**src/sv/vrelay_pkg.sv**
```systemverilog
`timescale 1ns / 1ps
`default_nettype none
// ----------------------------------------------------------------------------
// vrelay_pkg
// Shared types and constants for the voltage relay with time delay.
// ----------------------------------------------------------------------------
package vrelay_pkg;

  // Field widths
  localparam int CH_W       = 2;
  localparam int SAMPLE_W   = 16;
  localparam int TICKS_W    = 16;
  localparam int CENTER_W   = 16;
  localparam int INV_K_W    = 26;
  localparam int MIN_TRIP_W = 16;
  localparam int TOTAL_W    = 8;
  localparam int ELAPSED_W  = 24;
  localparam int DEV_W      = 17;  // |2v - center| magnitude
  localparam int PROD_W     = ELAPSED_W + DEV_W;
  localparam int CFG_IDX_W  = 3;
  localparam int CFG_DATA_W = 26;

  // Item kinds
  localparam logic MODE_SAMPLE = 1'b0;
  localparam logic MODE_TICK   = 1'b1;

  // Timing modes
  localparam logic [1:0] TM_NONE     = 2'd0;
  localparam logic [1:0] TM_DEFINITE = 2'd1;
  localparam logic [1:0] TM_INVERSE  = 2'd2;

  // Milliseconds per tick and saturation of the elapsed timer
  localparam logic [ELAPSED_W-1:0] TICK_MS     = ELAPSED_W'(10);
  localparam logic [ELAPSED_W-1:0] ELAPSED_MAX = {ELAPSED_W{1'b1}};

  // Register map
  typedef enum logic [CFG_IDX_W-1:0] {
    REG_TIMING_MODE  = 3'd0,
    REG_UPPER_LIMIT  = 3'd1,
    REG_LOWER_LIMIT  = 3'd2,
    REG_DEF_TICKS    = 3'd3,
    REG_CENTER_DBL   = 3'd4,
    REG_INV_CONSTANT = 3'd5,
    REG_MIN_TRIP_MS  = 3'd6
  } cfg_reg_e;

  // Register reset values
  localparam logic [1:0]                RST_TIMING_MODE = TM_NONE;
  localparam logic signed [SAMPLE_W-1:0] RST_UPPER_LIMIT = 16'sd9803;
  localparam logic signed [SAMPLE_W-1:0] RST_LOWER_LIMIT = 16'sd6536;
  localparam logic [TICKS_W-1:0]        RST_DEF_TICKS   = 16'd500;
  localparam logic [CENTER_W-1:0]       RST_CENTER_DBL  = 16'd16339;
  localparam logic [INV_K_W-1:0]        RST_INV_K       = 26'd16338500;
  localparam logic [MIN_TRIP_W-1:0]     RST_MIN_TRIP    = 16'd1000;

  typedef struct packed {
    logic [1:0]                 timing_mode;
    logic signed [SAMPLE_W-1:0] upper_limit;
    logic signed [SAMPLE_W-1:0] lower_limit;
    logic [TICKS_W-1:0]         definite_ticks;
    logic [CENTER_W-1:0]        center_doubled;
    logic [INV_K_W-1:0]         inverse_constant;
    logic [MIN_TRIP_W-1:0]      minimum_trip_ms;
  } cfg_t;

  typedef struct packed {
    logic                       mode;
    logic [CH_W-1:0]            channel;
    logic signed [SAMPLE_W-1:0] rms_value;
  } item_t;

  typedef struct packed {
    logic               alarm;
    logic               raise_active;
    logic               lower_active;
    logic [TOTAL_W-1:0] raise_total;
    logic [TOTAL_W-1:0] lower_total;
    logic               watching;
    logic [CH_W-1:0]    watched_channel;
  } result_t;

endpackage
`default_nettype wire

```
**src/sv/vrelay_if.sv**
```systemverilog
`timescale 1ns / 1ps
`default_nettype none
// ----------------------------------------------------------------------------
// vrelay_if
// Valid/ready channels of the relay: input items, results, register writes.
// ----------------------------------------------------------------------------

// Input item channel
interface vrelay_item_if import vrelay_pkg::*; ();
  logic                       valid;
  logic                       ready;
  logic                       mode;
  logic [CH_W-1:0]            channel;
  logic signed [SAMPLE_W-1:0] rms_value;

  modport source (output valid, output mode, output channel, output rms_value,
                  input ready);
  modport sink   (input valid, input mode, input channel, input rms_value,
                  output ready);
endinterface

// Result channel
interface vrelay_result_if import vrelay_pkg::*; ();
  logic               valid;
  logic               ready;
  logic               alarm;
  logic               raise_active;
  logic               lower_active;
  logic [TOTAL_W-1:0] raise_total;
  logic [TOTAL_W-1:0] lower_total;
  logic               watching;
  logic [CH_W-1:0]    watched_channel;

  modport source (output valid, output alarm, output raise_active,
                  output lower_active, output raise_total, output lower_total,
                  output watching, output watched_channel, input ready);
  modport sink   (input valid, input alarm, input raise_active,
                  input lower_active, input raise_total, input lower_total,
                  input watching, input watched_channel, output ready);
endinterface

// Register write channel
interface vrelay_cfg_if import vrelay_pkg::*; ();
  logic                  valid;
  logic                  ready;
  logic [CFG_IDX_W-1:0]  index;
  logic [CFG_DATA_W-1:0] data;

  modport source (output valid, output index, output data, input ready);
  modport sink   (input valid, input index, input data, output ready);
endinterface
`default_nettype wire

```
**src/sv/vrelay_core.sv**
```systemverilog
`timescale 1ns / 1ps
`default_nettype none
// ----------------------------------------------------------------------------
// vrelay_core
// Relay state and its combinational update for one item: sample store,
// excursion latch, definite and inverse timers, command flags and totals.
// ----------------------------------------------------------------------------
module vrelay_core import vrelay_pkg::*; #(
  parameter int CHANNELS = 3
) (
  input  wire logic    clk_i,
  input  wire logic    rst_ni,
  input  wire logic    step_i,    // process item_i this cycle
  input  wire item_t   item_i,
  input  wire cfg_t    cfg_i,
  output      result_t result_o   // state after item_i
);

  // State
  logic signed [SAMPLE_W-1:0] store_q [CHANNELS];
  logic signed [SAMPLE_W-1:0] store_d [CHANNELS];
  logic                       latched_q, latched_d;
  logic [CH_W-1:0]            watched_q, watched_d;
  logic                       running_q, running_d;
  logic [TICKS_W-1:0]         def_cnt_q, def_cnt_d;
  logic [ELAPSED_W-1:0]       elapsed_q, elapsed_d;
  logic                       trip_q, trip_d;
  logic                       alarm_q, alarm_d;
  logic                       raise_q, raise_d;
  logic                       lower_q, lower_d;
  logic [TOTAL_W-1:0]         raise_tot_q, raise_tot_d;
  logic [TOTAL_W-1:0]         lower_tot_q, lower_tot_d;

  // Per-channel band check and watched sample
  logic [CHANNELS-1:0]        store_oob;
  logic signed [SAMPLE_W-1:0] watched_v;

  always_comb begin
    watched_v = '0;
    for (int i = 0; i < CHANNELS; i++) begin
      store_oob[i] = (store_q[i] > cfg_i.upper_limit) ||
                     (store_q[i] < cfg_i.lower_limit);
      if (32'(watched_q) == i) watched_v = store_q[i];
    end
  end

  // Inverse-time arithmetic on the watched sample
  logic                       w_over, w_under;
  logic [ELAPSED_W:0]         elapsed_sum;
  logic [ELAPSED_W-1:0]       elapsed_new;
  logic signed [DEV_W:0]      dev;
  logic [DEV_W-1:0]           dev_abs;
  logic [PROD_W-1:0]          product;
  logic                       trip_now;
  logic [TICKS_W:0]           def_cnt_inc;

  always_comb begin
    w_over      = watched_v > cfg_i.upper_limit;
    w_under     = watched_v < cfg_i.lower_limit;
    elapsed_sum = {1'b0, elapsed_q} + {1'b0, TICK_MS};
    elapsed_new = elapsed_sum[ELAPSED_W] ? ELAPSED_MAX : elapsed_sum[ELAPSED_W-1:0];
    dev         = $signed({watched_v[SAMPLE_W-1], watched_v, 1'b0}) -
                  $signed({2'b00, cfg_i.center_doubled});
    dev_abs     = dev[DEV_W] ? DEV_W'(-dev) : dev[DEV_W-1:0];
    product     = PROD_W'(elapsed_new) * PROD_W'(dev_abs);
    trip_now    = (dev_abs != '0) &&
                  (elapsed_new >= ELAPSED_W'(cfg_i.minimum_trip_ms)) &&
                  (product >= PROD_W'(cfg_i.inverse_constant));
    def_cnt_inc = {1'b0, def_cnt_q} + (TICKS_W+1)'(1);
  end

  // Next state for one item
  logic ch_ok;
  logic samp_oob;
  logic other_oob;

  always_comb begin
    store_d     = store_q;
    latched_d   = latched_q;
    watched_d   = watched_q;
    running_d   = running_q;
    def_cnt_d   = def_cnt_q;
    elapsed_d   = elapsed_q;
    trip_d      = trip_q;
    alarm_d     = alarm_q;
    raise_d     = raise_q;
    lower_d     = lower_q;
    raise_tot_d = raise_tot_q;
    lower_tot_d = lower_tot_q;

    ch_ok     = 32'(item_i.channel) < CHANNELS;
    samp_oob  = (item_i.rms_value > cfg_i.upper_limit) ||
                (item_i.rms_value < cfg_i.lower_limit);
    other_oob = 1'b0;
    for (int i = 0; i < CHANNELS; i++) begin
      if (32'(item_i.channel) != i && store_oob[i]) other_oob = 1'b1;
    end

    if (item_i.mode == MODE_TICK) begin
      if (running_q && cfg_i.timing_mode == TM_DEFINITE) begin
        // Definite delay: act each time the tick count expires
        if (def_cnt_inc < {1'b0, cfg_i.definite_ticks}) begin
          def_cnt_d = def_cnt_inc[TICKS_W-1:0];
        end else begin
          def_cnt_d = '0;
          if (w_over) begin
            lower_d     = 1'b1;
            lower_tot_d = lower_tot_q + TOTAL_W'(1);
          end else if (w_under) begin
            raise_d     = 1'b1;
            raise_tot_d = raise_tot_q + TOTAL_W'(1);
          end else begin
            alarm_d = 1'b0;
            raise_d = 1'b0;
            lower_d = 1'b0;
          end
        end
      end else if (running_q && cfg_i.timing_mode == TM_INVERSE) begin
        // Inverse time: accumulate, trip on the tick after the limit
        if (!(w_over || w_under)) begin
          running_d = 1'b0;
          alarm_d   = 1'b0;
          raise_d   = 1'b0;
          lower_d   = 1'b0;
          def_cnt_d = '0;
          elapsed_d = '0;
          trip_d    = 1'b0;
        end else if (trip_q) begin
          if (w_over) begin
            lower_d     = 1'b1;
            lower_tot_d = lower_tot_q + TOTAL_W'(1);
          end else begin
            raise_d     = 1'b1;
            raise_tot_d = raise_tot_q + TOTAL_W'(1);
          end
          def_cnt_d = '0;
          elapsed_d = '0;
          trip_d    = 1'b0;
        end else begin
          elapsed_d = elapsed_new;
          trip_d    = trip_now;
        end
      end
    end else if (ch_ok) begin
      // Sample: store, latch first excursion, or release on return to band
      for (int i = 0; i < CHANNELS; i++) begin
        if (32'(item_i.channel) == i) store_d[i] = item_i.rms_value;
      end
      if (samp_oob) begin
        if (!latched_q) begin
          latched_d = 1'b1;
          alarm_d   = 1'b1;
          watched_d = item_i.channel;
          if (cfg_i.timing_mode == TM_DEFINITE || cfg_i.timing_mode == TM_INVERSE) begin
            running_d = 1'b1;
            def_cnt_d = '0;
            elapsed_d = '0;
            trip_d    = 1'b0;
          end
        end
      end else if (latched_q && watched_q == item_i.channel) begin
        latched_d = 1'b0;
        running_d = 1'b0;
        def_cnt_d = '0;
        elapsed_d = '0;
        trip_d    = 1'b0;
        if (!other_oob) begin
          alarm_d = 1'b0;
          raise_d = 1'b0;
          lower_d = 1'b0;
        end
      end
    end
  end

  // State registers
  always_ff @(posedge clk_i or negedge rst_ni) begin
    if (!rst_ni) begin
      for (int i = 0; i < CHANNELS; i++) store_q[i] <= '0;
      latched_q   <= 1'b0;
      watched_q   <= '0;
      running_q   <= 1'b0;
      def_cnt_q   <= '0;
      elapsed_q   <= '0;
      trip_q      <= 1'b0;
      alarm_q     <= 1'b0;
      raise_q     <= 1'b0;
      lower_q     <= 1'b0;
      raise_tot_q <= '0;
      lower_tot_q <= '0;
    end else if (step_i) begin
      store_q     <= store_d;
      latched_q   <= latched_d;
      watched_q   <= watched_d;
      running_q   <= running_d;
      def_cnt_q   <= def_cnt_d;
      elapsed_q   <= elapsed_d;
      trip_q      <= trip_d;
      alarm_q     <= alarm_d;
      raise_q     <= raise_d;
      lower_q     <= lower_d;
      raise_tot_q <= raise_tot_d;
      lower_tot_q <= lower_tot_d;
    end
  end

  // Result reflects the state after the item
  always_comb begin
    result_o.alarm           = alarm_d;
    result_o.raise_active    = raise_d;
    result_o.lower_active    = lower_d;
    result_o.raise_total     = raise_tot_d;
    result_o.lower_total     = lower_tot_d;
    result_o.watching        = latched_d;
    result_o.watched_channel = watched_d;
  end

endmodule
`default_nettype wire

```
**src/sv/voltage_relay_with_time_delay.sv**
```systemverilog
`timescale 1ns / 1ps
`default_nettype none
// ----------------------------------------------------------------------------
// voltage_relay_with_time_delay
// Over/under-voltage tap-change relay with definite or inverse time delay.
// ----------------------------------------------------------------------------
//  Port      Dir  Handshake      Carries
//  item_i    in   valid/ready    mode, channel, rms_value
//  result_o  out  valid/ready    alarm, raise/lower commands, totals, watch
//  cfg_i     in   valid/ready    register index, write data (always ready)
//
//  One item per cycle sustained while result_o is ready; a result is presented
//  once its item has passed the input register and then the update into the
//  result register, and a stalled result can hold back that update.
//  The update is one pass: a 24x17 multiply-compare for the inverse trip.
//  A stalled result holds the result register; the input register still
//  takes one more transaction before item_i.ready drops.
//  Reset restores register defaults and zeroes the sample store and state.
// ----------------------------------------------------------------------------
module voltage_relay_with_time_delay import vrelay_pkg::*; #(
  parameter int CHANNELS = 3
) (
  input wire logic        clk_i,
  input wire logic        rst_ni,
  vrelay_item_if.sink     item_i,
  vrelay_result_if.source result_o,
  vrelay_cfg_if.sink      cfg_i
);

  // Configuration registers
  cfg_t cfg_q;

  assign cfg_i.ready = 1'b1;

  always_ff @(posedge clk_i or negedge rst_ni) begin
    if (!rst_ni) begin
      cfg_q.timing_mode      <= RST_TIMING_MODE;
      cfg_q.upper_limit      <= RST_UPPER_LIMIT;
      cfg_q.lower_limit      <= RST_LOWER_LIMIT;
      cfg_q.definite_ticks   <= RST_DEF_TICKS;
      cfg_q.center_doubled   <= RST_CENTER_DBL;
      cfg_q.inverse_constant <= RST_INV_K;
      cfg_q.minimum_trip_ms  <= RST_MIN_TRIP;
    end else if (cfg_i.valid) begin
      unique case (cfg_reg_e'(cfg_i.index))
        REG_TIMING_MODE:  cfg_q.timing_mode      <= cfg_i.data[1:0];
        REG_UPPER_LIMIT:  cfg_q.upper_limit      <= $signed(cfg_i.data[SAMPLE_W-1:0]);
        REG_LOWER_LIMIT:  cfg_q.lower_limit      <= $signed(cfg_i.data[SAMPLE_W-1:0]);
        REG_DEF_TICKS:    cfg_q.definite_ticks   <= cfg_i.data[TICKS_W-1:0];
        REG_CENTER_DBL:   cfg_q.center_doubled   <= cfg_i.data[CENTER_W-1:0];
        REG_INV_CONSTANT: cfg_q.inverse_constant <= cfg_i.data[INV_K_W-1:0];
        REG_MIN_TRIP_MS:  cfg_q.minimum_trip_ms  <= cfg_i.data[MIN_TRIP_W-1:0];
        default: ;
      endcase
    end
  end

  // Input register
  item_t   item_q;
  logic    item_valid_q;
  result_t res_q;
  result_t res_d;
  logic    res_valid_q;
  logic    advance;

  assign advance      = item_valid_q && (!res_valid_q || result_o.ready);
  assign item_i.ready = !item_valid_q || advance;

  always_ff @(posedge clk_i or negedge rst_ni) begin
    if (!rst_ni) begin
      item_valid_q <= 1'b0;
    end else if (item_i.valid && item_i.ready) begin
      item_valid_q <= 1'b1;
    end else if (advance) begin
      item_valid_q <= 1'b0;
    end
  end

  always_ff @(posedge clk_i) begin
    if (item_i.valid && item_i.ready) begin
      item_q.mode      <= item_i.mode;
      item_q.channel   <= item_i.channel;
      item_q.rms_value <= item_i.rms_value;
    end
  end

  // Relay update
  vrelay_core #(
    .CHANNELS (CHANNELS)
  ) u_core (
    .clk_i    (clk_i),
    .rst_ni   (rst_ni),
    .step_i   (advance),
    .item_i   (item_q),
    .cfg_i    (cfg_q),
    .result_o (res_d)
  );

  // Result register
  always_ff @(posedge clk_i or negedge rst_ni) begin
    if (!rst_ni) begin
      res_valid_q <= 1'b0;
    end else if (advance) begin
      res_valid_q <= 1'b1;
    end else if (result_o.ready) begin
      res_valid_q <= 1'b0;
    end
  end

  always_ff @(posedge clk_i) begin
    if (advance) res_q <= res_d;
  end

  assign result_o.valid           = res_valid_q;
  assign result_o.alarm           = res_q.alarm;
  assign result_o.raise_active    = res_q.raise_active;
  assign result_o.lower_active    = res_q.lower_active;
  assign result_o.raise_total     = res_q.raise_total;
  assign result_o.lower_total     = res_q.lower_total;
  assign result_o.watching        = res_q.watching;
  assign result_o.watched_channel = res_q.watched_channel;

endmodule
`default_nettype wire
```
**src/flat_wrapper.sv**
```systemverilog
// flat-port wrapper written by rule: the top's interface ports become plain ports
module voltage_relay_with_time_delay_flat import vrelay_pkg::*;
#(
  parameter int CHANNELS = 3
)
  (clk_i, rst_ni, item_i_valid, item_i_mode, item_i_channel, item_i_rms_value, item_i_ready, result_o_valid, result_o_alarm, result_o_raise_active, result_o_lower_active, result_o_raise_total, result_o_lower_total, result_o_watching, result_o_watched_channel, result_o_ready, cfg_i_valid, cfg_i_index, cfg_i_data, cfg_i_ready);
  vrelay_item_if item_i_i ();
  vrelay_result_if result_o_i ();
  vrelay_cfg_if cfg_i_i ();
  input wire logic clk_i;
  input wire logic rst_ni;
  input wire logic [$bits(item_i_i.valid)-1:0] item_i_valid;
  input wire logic [$bits(item_i_i.mode)-1:0] item_i_mode;
  input wire logic [$bits(item_i_i.channel)-1:0] item_i_channel;
  input wire logic [$bits(item_i_i.rms_value)-1:0] item_i_rms_value;
  output wire logic [$bits(item_i_i.ready)-1:0] item_i_ready;
  output wire logic [$bits(result_o_i.valid)-1:0] result_o_valid;
  output wire logic [$bits(result_o_i.alarm)-1:0] result_o_alarm;
  output wire logic [$bits(result_o_i.raise_active)-1:0] result_o_raise_active;
  output wire logic [$bits(result_o_i.lower_active)-1:0] result_o_lower_active;
  output wire logic [$bits(result_o_i.raise_total)-1:0] result_o_raise_total;
  output wire logic [$bits(result_o_i.lower_total)-1:0] result_o_lower_total;
  output wire logic [$bits(result_o_i.watching)-1:0] result_o_watching;
  output wire logic [$bits(result_o_i.watched_channel)-1:0] result_o_watched_channel;
  input wire logic [$bits(result_o_i.ready)-1:0] result_o_ready;
  input wire logic [$bits(cfg_i_i.valid)-1:0] cfg_i_valid;
  input wire logic [$bits(cfg_i_i.index)-1:0] cfg_i_index;
  input wire logic [$bits(cfg_i_i.data)-1:0] cfg_i_data;
  output wire logic [$bits(cfg_i_i.ready)-1:0] cfg_i_ready;
  assign item_i_i.valid = item_i_valid;
  assign item_i_i.mode = item_i_mode;
  assign item_i_i.channel = item_i_channel;
  assign item_i_i.rms_value = item_i_rms_value;
  assign item_i_ready = item_i_i.ready;
  assign result_o_valid = result_o_i.valid;
  assign result_o_alarm = result_o_i.alarm;
  assign result_o_raise_active = result_o_i.raise_active;
  assign result_o_lower_active = result_o_i.lower_active;
  assign result_o_raise_total = result_o_i.raise_total;
  assign result_o_lower_total = result_o_i.lower_total;
  assign result_o_watching = result_o_i.watching;
  assign result_o_watched_channel = result_o_i.watched_channel;
  assign result_o_i.ready = result_o_ready;
  assign cfg_i_i.valid = cfg_i_valid;
  assign cfg_i_i.index = cfg_i_index;
  assign cfg_i_i.data = cfg_i_data;
  assign cfg_i_ready = cfg_i_i.ready;
  voltage_relay_with_time_delay #(.CHANNELS(CHANNELS)) u_core (.clk_i(clk_i), .rst_ni(rst_ni), .item_i(item_i_i), .result_o(result_o_i), .cfg_i(cfg_i_i));
endmodule
```
**config.mk**
```make
export PLATFORM = sky130hd
export DESIGN_NAME = voltage_relay_with_time_delay_flat
export DESIGN_NICKNAME = d
export VERILOG_FILES = /design/src/sv/vrelay_pkg.sv /design/src/sv/vrelay_if.sv /design/src/sv/vrelay_core.sv /design/src/sv/voltage_relay_with_time_delay.sv /design/src/flat_wrapper.sv
export SDC_FILE = /design/constraint.sdc
export NUM_CORES = 2
export LEC_CHECK = 0
export BUFFER_PORTS_ARGS = -buffer_cell sky130_fd_sc_hd__buf_4
export CORE_MARGIN = 2
export CORE_UTILIZATION = 35
export DETAILED_ROUTE_END_ITERATION = 10
export PLACE_DENSITY_LB_ADDON = 0.05
export SLEW_MARGIN = 5
export SYNTH_ARGS = -nofsm -noshare
export SYNTH_HDL_FRONTEND = slang
export SYNTH_SLANG_ARGS = --single-unit
```
**constraint.sdc**
```tcl
create_clock -name clk_i -period 11.33 [get_ports clk_i]
set_clock_uncertainty 0.15 [all_clocks]
set_input_delay 2.266 -clock clk_i [delete_from_list [all_inputs] [get_ports clk_i]]
set_output_delay 2.266 -clock clk_i [all_outputs]
set_load 0.01 [all_outputs]
```
Word level (Yosys, flattened, before mapping)
Cells that the tools add are included.
{ "word_totals": {"register_bits": 263, "latchBits": 0, "ram_bits": 0, "rom_bits": 0, "in_bits": 53, "word_cells": 232, "mem_count": 0} }
{ "op_classes": {"n_addsub": 6, "multipliers": 1, "div": 0, "n_lt_le_gt_ge": 14, "eq_ne": 22, "shifts": 0, "n_mux": 113, "bitwise": 1, "n_reduce_logical": 42} }
{ "ops": {"columns": ["op", "count"], "rows": [
  ["$mux W24", 11],
  ["$mux W16", 14],
  ["$mux W8", 16],
  ["$gt A16 B16 Y1", 5],
  ["$lt A16 B16 Y1", 5],
  ["$mux W1", 67],
  ["$ge A41 B26 Y1", 1],
  ["$mul A24 B17 Y41", 1],
  ["$add A24 B4 Y25 const B", 1],
  ["$ge A24 B16 Y1", 1],
  ["$sub A17 B17 Y18", 1],
  ["$add A16 B1 Y17 const B", 1],
  ["$lt A17 B16 Y1", 1],
  ["$mux W17", 1],
  ["$neg A17 Y17", 1],
  ["$reduce_bool A17 Y1", 1],
  ["$add A8 B1 Y8 const B", 2],
  ["$reduce_and A2 Y1", 7],
  ["$reduce_and A7 Y1", 2],
  ["$reduce_and A4 Y1", 3],
  ["$logic_and A1 B1 Y1", 10],
  ["$eq A3 B3 Y1 const B", 3],
  ["$logic_or A1 B1 Y1", 8],
  ["$mux W2", 4],
  ["other kinds (19)", 32]
]} }

Depth between registers and ports, before layout
{ "logic_depth": {"ltp_word": 15, "mapped_depth": 50} }

Cells and area by module
Synthesis repeated with hierarchy kept, for this count alone.
{ "unflattened": {"hier_cells": 3296, "hier_area_um2": 31067.3} }
{ "by_module_without_submodules": {"columns": ["module", "n_inst", "cells_per_inst", "area_each_um2"], "rows": [
  ["vrelay_core", 1, 3011, 25563.3],
  ["voltage_relay_with_time_delay", 1, 285, 5504.0]
]} }

Least setup slack after synthesis
OpenSTA, ideal clock, no wires.
{ "synth_path": {"kind": "reg-to-reg", "startpoint": "register u_core.u_core.watched_q[1]", "endpoint": "register u_core.u_core.trip_q", "setup_ps": 120, "arrival_time_ps": 10575, "slack_ps": 486, "path_stages_with_launch": 41, "cell_sequence": "dfrtp_1 > buf_2 > buf_1 > mux2i_1 > o21ai_0 > ha_1 > o21ai_1 > a21o_1 > a311oi_2 > o2111a_1 > nand4_1 > nor3_1 > a41oi_1 > xnor2_2 > clkbuf_1 > nor2_1 > fa_1 > fa_1 > [5 not listed] > inv_1 > ha_1 > a211oi_1 > o21ai_0 > a221oi_1 > o211ai_1 > o21ai_0 > xnor2_1 > ha_1 > nor3_1 > o221ai_1 > a2111o_1 > nor4_1 > nand4_1 > a221o_1 > nor4_1 > nand4_1 > a31o_1"} }
{ "synth_via": {"elab_chain_len": 15, "elab_cells_between_ends": 26, "cone_classes": "add/sub: 2; mul: 1; order compare: 3; eq/ne: 3; mux: 9; reduce/logical: 8"} }
{ "synth_lines": {"columns": ["item", "line", "text"], "rows": [
  ["from (decl)", "vrelay_core.sv:23", "logic [CH_W-1:0] watched_q, watched_d;"],
  ["from (signal assigned)", "vrelay_core.sv:194", "watched_q <= watched_d;"],
  ["$logic_not A2 Y1", "vrelay_core.sv:43", "if (32'(watched_q) == i) watched_v = store_q[i];"],
  ["$mux W16 (3 in a row)", "vrelay_core.sv:43", null],
  ["$sub A17 B17 Y18", "vrelay_core.sv:62", "dev = $signed({watched_v[SAMPLE_W-1], watched_v, 1'b0}) -"],
  ["$neg A17 Y17", "vrelay_core.sv:64", "dev_abs = dev[DEV_W] ? DEV_W'(-dev) : dev[DEV_W-1:0];"],
  ["$mux W17", "vrelay_core.sv:64", null],
  ["$mul A24 B17 Y41 or $reduce_bool A17 Y1 (tied branches)", "vrelay_core.sv:65, vrelay_core.sv:66", null],
  ["$ge A41 B26 Y1 or $logic_and A1 B1 Y1 (tied branches)", "vrelay_core.sv:68, vrelay_core.sv:66", null],
  ["$logic_and A1 B1 Y1", "vrelay_core.sv:67", "(elapsed_new >= ELAPSED_W'(cfg_i.minimum_trip_ms)) &&"],
  ["$mux W1", "vrelay_core.sv:128", "end else if (trip_q) begin"],
  ["$mux W1", "vrelay_core.sv:120", "if (!(w_over || w_under)) begin"],
  ["$mux W1", "vrelay_core.sv:118", "end else if (running_q && cfg_i.timing_mode == TM_INVERSE) begin"],
  ["$mux W1", "vrelay_core.sv:100", "if (running_q && cfg_i.timing_mode == TM_DEFINITE) begin"],
  ["$mux W1", "vrelay_core.sv:99", "if (item_i.mode == MODE_TICK) begin"],
  ["to (signal assigned)", "vrelay_core.sv:198", "trip_q <= trip_d;"],
  ["to (decl)", "vrelay_core.sv:27", "logic trip_q, trip_d;"]
]} }
Parallel ways exist; a longest one is shown, timed or not. The select of a mux whose other input is x is not followed.
A chain may end at the register's enable or synchronous reset.

Worst setup path after layout
Ends and elaborated chain as after synthesis.

==> metrics.txt <==
# TYPE chip_impl_metric gauge
chip_impl_metric{name="num_vias",unit=""} 24650
chip_impl_metric{name="timing.critical_path.slowest_cell_delay",unit="ps"} 550
chip_impl_info{name="hold_path_class",value="reg2reg"} 1
chip_impl_metric{name="numCtsBuffers",unit=""} 36
chip_impl_metric{name="synth_seq_cells",unit=""} 263
chip_impl_metric{name="numClockSinks",unit=""} 263
chip_impl_metric{name="finalSetupViolations",unit=""} 0
chip_impl_metric{name="final_core_util",unit=""} 0.4028
chip_impl_metric{name="data_arrival_at_the_endpoint_of_the_critical_path",unit="ps"} 11220
chip_impl_metric{name="vias_in_the_first_global_route",unit=""} 26310
chip_impl_info{name="highest_count_cells_in_the_layout_ignoring_fill_and_taps",value="592 x inv_1, 468 x nand2_1, 343 x ha_1, 330 x fa_1, 219 x buf_4"} 1
chip_impl_metric{name="die-area",unit="um^2"} 91610
chip_impl_info{name="crit_path_top_delay_cell",value="fa_1"} 1
chip_impl_metric{name="max_cap_viol_count",unit=""} 0
chip_impl_metric{name="max_slew_margin",unit=""} 0.2585
chip_impl_metric{name="ys_types",unit=""} 91
chip_impl_metric{name="fill_cells",unit=""} 8915
chip_impl_metric{name="post_synth.cell_area_avg",unit="um^2"} 9.089
chip_impl_metric{name="worst_pin_slew",unit="ps"} 1084
chip_impl_metric{name="die_w",unit="um"} 302.7
chip_impl_metric{name="io_buffer_count",unit=""} 76
chip_impl_metric{name="crit_buf_inv",unit=""} 5
chip_impl_info{name="mostFrequentLayoutCell",value="inv_1"} 1
chip_impl_info{name="worst_path_dominant_cell_family",value="adder cells"} 1
chip_impl_metric{name="grt-ovfl-total",unit=""} 0
chip_impl_metric{name="timing.critical_path.fanout_max",unit=""} 7
chip_impl_metric{name="detailedPlace.worstSlack",unit="ps"} -3.815
chip_impl_metric{name="std_cell_rows",unit=""} 109
chip_impl_metric{name="post_synth_fa_ha_maj_area_fraction",unit=""} 0.3515
chip_impl_metric{name="synth-edff-count",unit=""} 41
chip_impl_info{name="tritoncts",value="done"} 1
chip_impl_metric{name="synthToLayoutAreaGrowth",unit="%"} 14.01
chip_impl_metric{name="starting_density_of_the_core",unit=""} 0.3533
chip_impl_info{name="synth_top_family_by_area",value="adder cells"} 1
chip_impl_metric{name="first_pass_grt_wire_length",unit="um"} 158700
chip_impl_metric{name="wire_per_inst",unit="um"} 21.28
chip_impl_metric{name="synth_mux_area_frac",unit=""} 0.05466
chip_impl_metric{name="synthXorXnorAreaFrac",unit=""} 0.03326
chip_impl_metric{name="post_route_ant_nets",unit=""} 0
chip_impl_info{name="outcome",value="finished clean"} 1
chip_impl_metric{name="route.detailed.drc",unit=""} 0
chip_impl_metric{name="mappedNetlistArea",unit="um^2"} 31220
chip_impl_metric{name="finalWeightedCongestion",unit=""} 0.8970
chip_impl_metric{name="yosys_warnings",unit=""} 0
chip_impl_metric{name="drt_iter0_drc",unit=""} 1254
chip_impl_info{name="cts_root_buffer",value="clkbuf_16"} 1
chip_impl_info{name="critPathLaunchType",value="flop"} 1
chip_impl_metric{name="crit_required",unit="ps"} 11640
chip_impl_metric{name="antenna_violations_before_repair",unit=""} 5
chip_impl_metric{name="via_per_inst",unit=""} 5.157
chip_impl_metric{name="number_of_top_level_design_ports",unit=""} 78
chip_impl_metric{name="postRouteWirelength",unit="um"} 101700
chip_impl_info{name="postSynth.topFlopCell",value="dfrtp_1"} 1
chip_impl_metric{name="finish.net_count",unit=""} 4320
chip_impl_metric{name="period_share",unit=""} 0.9626
chip_impl_metric{name="floorplan.core_area",unit="um^2"} 88370
chip_impl_metric{name="worst_slack",unit="ps"} 423.2
chip_impl_info{name="path_common_cell",value="fa_1"} 1
chip_impl_metric{name="detailed_place_hpwl",unit="um"} 83190
chip_impl_metric{name="synth-compound-area-share",unit=""} 0.1084
chip_impl_metric{name="clk_pin_slew",unit="ps"} 60
chip_impl_metric{name="slew_viol_final",unit=""} 0
chip_impl_metric{name="hold_vio_cnt_final",unit=""} 0
chip_impl_metric{name="post_synth_and_or_nand_nor_area_fraction",unit=""} 0.1470
chip_impl_metric{name="clock_insertion_delay_worst_skew",unit="ps"} 560
chip_impl_info{name="worst_setup_end_kind",value="flop"} 1
chip_impl_metric{name="post_route_cells_drive_above_1_share",unit=""} 0.1541
chip_impl_metric{name="post_synth_inst_count",unit=""} 3435
chip_impl_metric{name="insertedDiodeCount",unit=""} 0
chip_impl_metric{name="period_minus_slack",unit="ps"} 10910
chip_impl_metric{name="vertical_die_dimension",unit="um"} 302.7
chip_impl_metric{name="cts_htree_levels",unit=""} 2
chip_impl_info{name="criticalPathCategory",value="reg2reg"} 1
chip_impl_metric{name="fraction_of_registers_with_async_set_or_reset_after_synthesis",unit=""} 0.8441
chip_impl_metric{name="ctsHoldBuffers",unit=""} 0
chip_impl_metric{name="cts.path.max_buffers",unit=""} 3
chip_impl_metric{name="grt_start_max_net_pins",unit=""} 117
chip_impl_metric{name="grt_util_all_layers",unit=""} 0.2269
chip_impl_metric{name="drt-pass1-iter-count",unit=""} 6
chip_impl_metric{name="max_freq",unit="MHz"} 91.69
chip_impl_metric{name="sequential_fraction_of_the_synthesis_area",unit=""} 0.2193
chip_impl_metric{name="syn-num-nets",unit=""} 4167
[cells by family after synthesis]
family | count (synthesis)
AOI/OAI and AO/OA | 518
xor gates and xnor gates | 116
adders and majority gates | 679
buffers and inverters | 711
DFF | 263
muxes | 154
other | 1
and+or+nand+nor | 993
[per-layer routing]
metal  global-route usage  up-vias  wire, um
met5                    0        -         0
met4              0.07530        0      3706
met3              0.02327      141      2964
met2               0.3937      444     49820
met1               0.2954    12490     45220
li1                     -    11580         -
[worst register-to-register path: cells and delay by family (launching register included)]
kind	cells	cell delay, ps
compound gates	14	3440
xor+xnor	2	290
fa+ha+maj	9	4220
buf+inv	5	600
flops	1	430
mux	1	150
simple gates	8	1540
[cell type report]
type                            count  area, um^2  area share
Multi-Input combinational cell   2461       22080      0.6203
Clock buffer                       48       996.0     0.02798
Clock inverter                     17       158.9    0.004464
Timing Repair Buffer              230        1819     0.05111
Sequential cell                   263        6845      0.1923
Inverter                          596        2237     0.06285
Tap cell                         1165        1458     0.04095
[sequential cells by signal (all words and copies together), names as in the netlist, 2 cells and up]
name / cells
u_core.cfg_q: 108
u_core.u_core.store_q: 48
u_core.u_core.elapsed_q: 24
u_core.item_q: 19
u_core.u_core.def_cnt_q: 16
u_core.result_o.lower_total: 8
u_core.result_o.raise_total: 8
u_core.u_core.lower_tot_q: 8
u_core.u_core.raise_tot_q: 8
u_core.result_o.watched_channel: 2
u_core.u_core.watched_q: 2
[synthesized netlist by cell type (all sizes together) (29+ instances only)]
cell	instances	area share
inv	593	0.071
nand2	469	0.056
ha	349	0.14
fa	330	0.21
nor2	192	0.023
dfrtp	175	0.14
o21ai	147	0.024
mux2	132	0.048
a21oi	122	0.020
clkbuf	99	0.012
xnor2	75	0.022
a21o	66	0.016
and2	55	0.011
nand3	52	0.0083
dfstp	47	0.040
nand4	42	0.0084
edfxtp	41	0.039
xor2	41	0.012
nor3	36	0.0058
and3	29	0.0058
[per-stage QoR]
step / instance area [um^2] / std cells / TNS [ps] / hold slack, ps
finish: 35600 / 4780 / 0 / 343.8
global route: 35600 / 4780 / -35.73 / 361.9
CTS: 35120 / 4764 / 0 / 347.8
detailed placement: 33940 / 4696 / -3.815 / 336.6
global placement: 33940 / 4696 / 0 / 325.4
floorplan: 31220 / 3435 / 0 / 307.2
[path summary, 6_finish.rpt]
path                                                          start                                       end  slack [ps]  depth (start not counted)
max reg2reg                  u_core.u_core.watched_q[1]$_DFFE_PN0P_          u_core.u_core.trip_q$_DFFE_PN0P_         420                         39
min in group asynchronous                                    rst_ni    u_core.u_core.def_cnt_q[0]$_DFFE_PN0P_        1610                          1
max                          u_core.u_core.watched_q[1]$_DFFE_PN0P_          u_core.u_core.trip_q$_DFFE_PN0P_         420                         39
min reg2reg                u_core.u_core.raise_tot_q[7]$_DFFE_PN0P_  u_core.u_core.raise_tot_q[7]$_DFFE_PN0P_         340                          1
min                        u_core.u_core.raise_tot_q[7]$_DFFE_PN0P_  u_core.u_core.raise_tot_q[7]$_DFFE_PN0P_         340                          1
max in group asynchronous                                    rst_ni           u_core.item_valid_q$_DFFE_PN0P_        7880                          2
[timing repair]
action | 4_1_cts | 5_1_grt
gates cloned | 0 | 0
buffers inserted | 3 | 16
pin swaps | 1 | 22
gates resized for setup | 0 | 80
endpoints found under the setup margin | 1 | 1
Power is not shown: default switching activity piles up to over one toggle a cycle in this logic, so the estimate is an artifact.
